`src/hdl/fav_pkg.sv`:
```
// Shared widths, register indexes, reset values and types of the frustum visibility test.
`default_nettype none

package fav_pkg;

    localparam int COORD_W      = 32;
    localparam int ENTRY_W      = 16;
    localparam int TERM_W       = ENTRY_W + 1;
    localparam int PROD_W       = TERM_W + COORD_W;
    localparam int PART_W       = PROD_W + 1;
    localparam int DIST_W       = PART_W + 1;
    localparam int ROW_W        = 4 * ENTRY_W;
    localparam int ROW_COUNT    = 4;
    localparam int AXIS_COUNT   = 3;
    localparam int PLANE_COUNT  = 2 * AXIS_COUNT;
    localparam int OFFSET_SHIFT = 16;
    localparam int CFG_IDX_W    = 8;

    localparam logic [CFG_IDX_W-1:0] REG_ROW_ZERO  = CFG_IDX_W'(0);
    localparam logic [CFG_IDX_W-1:0] REG_ROW_ONE   = CFG_IDX_W'(1);
    localparam logic [CFG_IDX_W-1:0] REG_ROW_TWO   = CFG_IDX_W'(2);
    localparam logic [CFG_IDX_W-1:0] REG_ROW_THREE = CFG_IDX_W'(3);

    localparam logic [ROW_W-1:0] ROW_ZERO_RESET  = 64'h0000_0000_0000_0100;
    localparam logic [ROW_W-1:0] ROW_ONE_RESET   = 64'h0000_0000_0100_0000;
    localparam logic [ROW_W-1:0] ROW_TWO_RESET   = 64'h0000_0100_0000_0000;
    localparam logic [ROW_W-1:0] ROW_THREE_RESET = 64'h0100_0000_0000_0000;

    typedef logic signed [COORD_W-1:0] coord_t;
    typedef logic signed [TERM_W-1:0]  term_t;
    typedef logic signed [PROD_W-1:0]  prod_t;

    typedef struct packed {
        logic part_valid;
        logic out_valid;
    } sum_status_t;

endpackage

`default_nettype wire

```
`src/hdl/fav_sum_stage.sv`:
```
// Second and third pipeline stages: partial sums, plane distances and the cull decision.
`default_nettype none

module fav_sum_stage
    import fav_pkg::*;
(
    input  wire logic  clk,
    input  wire logic  rst_n,
    input  wire logic  mul_valid,
    input  wire prod_t prod [PLANE_COUNT][AXIS_COUNT],
    input  wire term_t offset [PLANE_COUNT],
    input  wire logic  out_stall,
    output logic       ready,
    output logic       out_valid,
    output logic       visible,
    output sum_status_t status
);

    logic                     part_valid_reg;
    logic                     part_valid_next;
    logic                     out_valid_reg;
    logic                     out_valid_next;
    logic                     out_ready;
    logic signed [PART_W-1:0] part_a_reg  [PLANE_COUNT];
    logic signed [PART_W-1:0] part_b_reg  [PLANE_COUNT];
    logic signed [PART_W-1:0] part_a_next [PLANE_COUNT];
    logic signed [PART_W-1:0] part_b_next [PLANE_COUNT];
    logic                     visible_reg;
    logic                     visible_next;

    assign out_ready       = !out_valid_reg || !out_stall;
    assign ready           = !part_valid_reg || out_ready;
    assign part_valid_next = ready ? mul_valid : part_valid_reg;
    assign out_valid_next  = out_ready ? part_valid_reg : out_valid_reg;

    // The plane offset is brought to the product scale before it is added.
    always_comb
    begin
        for (int k = 0; k < PLANE_COUNT; k++)
        begin
            part_a_next[k] = PART_W'(prod[k][0]) + PART_W'(prod[k][1]);
            part_b_next[k] = PART_W'(prod[k][2]) + (PART_W'(offset[k]) <<< OFFSET_SHIFT);
        end
    end

    always_comb
    begin
        logic signed [DIST_W-1:0] plane_dist;
        visible_next = 1'b1;
        for (int k = 0; k < PLANE_COUNT; k++)
        begin
            plane_dist = DIST_W'(part_a_reg[k]) + DIST_W'(part_b_reg[k]);
            if (plane_dist[DIST_W-1])
            begin
                visible_next = 1'b0;
            end
        end
    end

    always_ff @(posedge clk or negedge rst_n)
    begin
        if (!rst_n)
        begin
            part_valid_reg <= 1'b0;
            out_valid_reg  <= 1'b0;
        end
        else
        begin
            part_valid_reg <= part_valid_next;
            out_valid_reg  <= out_valid_next;
        end
    end

    always_ff @(posedge clk)
    begin
        if (ready && mul_valid)
        begin
            part_a_reg <= part_a_next;
            part_b_reg <= part_b_next;
        end
        if (out_ready && part_valid_reg)
        begin
            visible_reg <= visible_next;
        end
    end

    assign out_valid         = out_valid_reg;
    assign visible           = visible_reg;
    assign status.part_valid = part_valid_reg;
    assign status.out_valid  = out_valid_reg;

endmodule

`default_nettype wire

```
`config.mk`:
```
export PLATFORM = sky130hd
export DESIGN_NAME = fav_sum_stage
export DESIGN_NICKNAME = d
export VERILOG_FILES = /design/src/hdl/fav_pkg.sv /design/src/hdl/fav_sum_stage.sv
export SDC_FILE = /design/constraint.sdc
export NUM_CORES = 2
export LEC_CHECK = 0
export BUFFER_PORTS_ARGS = -buffer_cell sky130_fd_sc_hd__buf_2
export CELL_PAD_IN_SITES_DETAIL_PLACEMENT = 0
export CELL_PAD_IN_SITES_GLOBAL_PLACEMENT = 2
export CORE_AREA = 2 2 383 385
export DETAILED_ROUTE_END_ITERATION = 10
export DIE_AREA = 0 0 385 387
export GPL_ROUTABILITY_DRIVEN = 0
export PLACE_DENSITY = 0.79
export SETUP_SLACK_MARGIN = 0.02
export SLEW_MARGIN = 20
export SYNTH_ARGS = -nofsm -noshare
export SYNTH_HDL_FRONTEND = slang
export SYNTH_SLANG_ARGS = --single-unit
```
`constraint.sdc`:
```
create_clock -name clk -period 19 [get_ports clk]
set_clock_uncertainty 0.1 [all_clocks]
set_input_delay 3.8 -clock clk [delete_from_list [all_inputs] [get_ports clk]]
set_output_delay 3.8 -clock clk [all_outputs]
set_load 0.02 [all_outputs]
```
==> out/metrics.yaml <==
status:
  outcome: "complete, no violations"
timing:
  slew-limit-headroom_pct: 25.22
  grt_setup_unrepaired: "no"
  fin_worst_hold_slack_ns: 0.4169
  drv_slew: 0
  timing.final.crit_share_pct: 42.65
  finalSetupTns_ns: 0
  period_minus_slack_ns: 8.104
  hold_violations: 0
  finalSetupViolCount: 0
  tightest_slew_ns: 1.122
  timing.fmax_mhz: 123.4
yosys:
  syn-instance-count: 4656
  yosys.cell_count.top_type: "ha_1"
  netlist.area_leader.share_pct: 37.01
  yosys-top-cells-area: "edfxtp_1 (37%), ha_1 (20%), a21o_1 (6.5%)"
  netlist_top_cells_count: "ha_1 (786), edfxtp_1 (601), a21oi_1 (484)"
  synth_cell_types: 110
  syn_avg_cell_area_sq_um: 10.47
  yosys_warnings: 0
  yosysSeqAreaShare_pct: 37.11
  synthFlopType: "edfxtp_1"
  synthArstFlopShare_pct: 0.3317
  syn-num-nets: 6442
  synth_enable_flop_cells: 601
  ys_ff_latch: 603
  synth_area_sq_um: 48770
  yosys.area.top_type: "edfxtp_1"
cells_and_area:
  drive_gt1_share_pct: 21.37
  nFillCells: 14430
  nets: 7453
  final_core_util_pct: 40.54
  areaGrowthSynthToFinish_pct: 20.42
  multiInputGateArea_sq_um: 29960
  layout.cells.non_filler: 7691
  regArea_sq_um: 18100
worst_setup_path:
  critPathCaptureType: "output port"
  reg2reg_from: "part_a_reg[251]"
  reg2reg_depth: 12
  critPathLaunchType: "input port"
  crit_buf_inv: 2
  path_cells: "buf_2 > nand3_1 > buf_2"
  cp_top_family: "buffers and inverters"
  cp_max_fo: 3
  path_class: "in -> out"
  path_common_cell: "buf_2"
  cp.arrival_ns: 4.20
  r2r_slack_ns: 14.51
  crit_path_top_delay_cell: "buf_2"
  slowest_delay_ns: 0.18
  r2r-end: "visible"
  worstPathRequired_ns: 15.10
die:
  die_w_um: 385
  dieArea_sq_um: 149000
  core_area_sq_um: 144900
  die_h_um: 387
  io_pins: 993
  start_util_pct: 33.66
  rows: 140
placed_design:
  dp_cells: 7503
  io_buffers: 992
  hpwl_mm: 144.6
clock_network:
  cts.sinks: 603
  cts_root_buf: "clkbuf_16"
  path_clk_slew_ns: 0.06
  cts_buffers: 79
  cts_tree: "yes"
  clkLatencyLatePin_ns: 0.65
  post_cts_buffers: 0
  hold_buffers: 0
  post_cts_resized: 0
  h-tree-depth: 3
  cts_buffer_depth: 3
global_routing:
  grt_pass1_wl_mm: 249.4
  grt_overflow: 0
  grt_max_degree: 176
  grt_antenna_before_repair: 79
  first_global_vias: 40400
  grt_usage_pct: 22.12
min_path:
  hold_path_end: "out_valid"
  hold_depth: 1
  hold_class: "reg -> reg"
  hp-start: "part_valid_reg"
routing:
  postRouteAntennaNets: 0
  drt_first_pass_iters: 6
  detailedRoute.firstIterationViolations: 2496
  drt_wl_total_mm: 171.0
  vias: 40980
  vias_per_cell: 5.329
  drc: 0
  avgRoutedWirePerCell_um: 22.24
power:
  p_per_area_nw_per_um2: 80.97
  max-vdd-ir-drop_mv: 0.05846
  leakagePower_uw: 0.02650
run:
  cap_violations: 0
[worst max-delay path by stage]
stage | startpoint | end | slack (ns) | cells past startpoint
floorplan | out_stall | part_a_reg[0] | 0.28 | 2
global placement | out_stall | ready | 10.90 | 3
detailed placement | out_stall | ready | 10.90 | 3
CTS | out_stall | ready | 10.90 | 3
global route | out_stall | ready | 10.86 | 3
finish | out_stall | ready | 10.90 | 3
[layout by cell type, fill, tap and decap left out, types with 21 or more instances in the layout]
cell type / instances
a211oi_1: 45
a21o_1: 421
a21oi_1: 484
a31oi_1: 40
and2_1: 21
and3_1: 42
buf_2: 992
clkbuf_16: 81
diode_2: 47
edfxtp_1: 601
ha_1: 786
inv_1: 114
nand2_1: 201
nand2b_1: 62
nand3_1: 95
nand4_1: 115
nor2_1: 222
nor2b_1: 69
nor3_1: 56
o211ai_1: 31
o21a_1: 67
o21ai_0: 232
o21ai_1: 38
o21bai_1: 57
or3_1: 28
xnor2_1: 295
xor2_1: 147
[kinds of logic (layout without fill, tap and decap cells)]
family | Yosys count | count (layout) | share of synthesized area (%)
muxes | 4 | 4 | 0.08467
and+or+nand+nor | 982 | 982 | 10.25
adders and majority gates | 798 | 798 | 20.66
DFF | 603 | 603 | 37.11
AOI/OAI and AO/OA | 1642 | 1642 | 22.49
buffers and inverters | 185 | 1256 | 1.468
other | 0 | 47 | 0
xor gates and xnor gates | 442 | 442 | 7.938
[report_power, final]
group          total [uW]  switching (uW)  internal, uW
clock                1560             614           941
sequential           1760            63.4          1700
combinational        1440             823           616
total                4750            1500          3250
[worst reg2reg max path, cell delays in order (launching register included)]
cell and delay (ns):
edfxtp_1 0.36, ha_1 0.29, a31o_1 0.22, a21oi_1 0.17
o21ai_1 0.10, a2111oi_1 0.38, o21bai_1 0.12, a2111oi_1 0.60
o211ai_1 0.38, a31oi_2 0.27, xnor2_1 0.27, a41o_1 0.32
nor4_2 0.62
[through the flow]
stage	instance area [sq um]	power (uW)	worst slack, ns
finish	58720	4755	10.90
detailed placement	55920	3217	10.90
CTS	58600	4809	10.90
global route	58660	5027	10.86
floorplan	48770	2775	0.2765
global placement	55920	3209	10.90
[layer usage]
metal	GRT usage, %	vias up	share of wire, %
met2	37.50	1260	48
met4	7.124	28	2.8
met5	0	-	0.099
met3	3.765	231	6.4
li1	-	20080	-
met1	28.40	19390	43
[area by class of cell]
class	count	area share [%]
clock inverters	55	1.067
diodes	47	0.2003
well taps	1917	4.085
flip-flops and latches	603	30.82
multi-input cells	3868	51.01
inverters	114	0.7287
repair buffers	1001	8.604
clock buffers	86	3.484
Note: power is estimated with default switching activity, not from simulation.
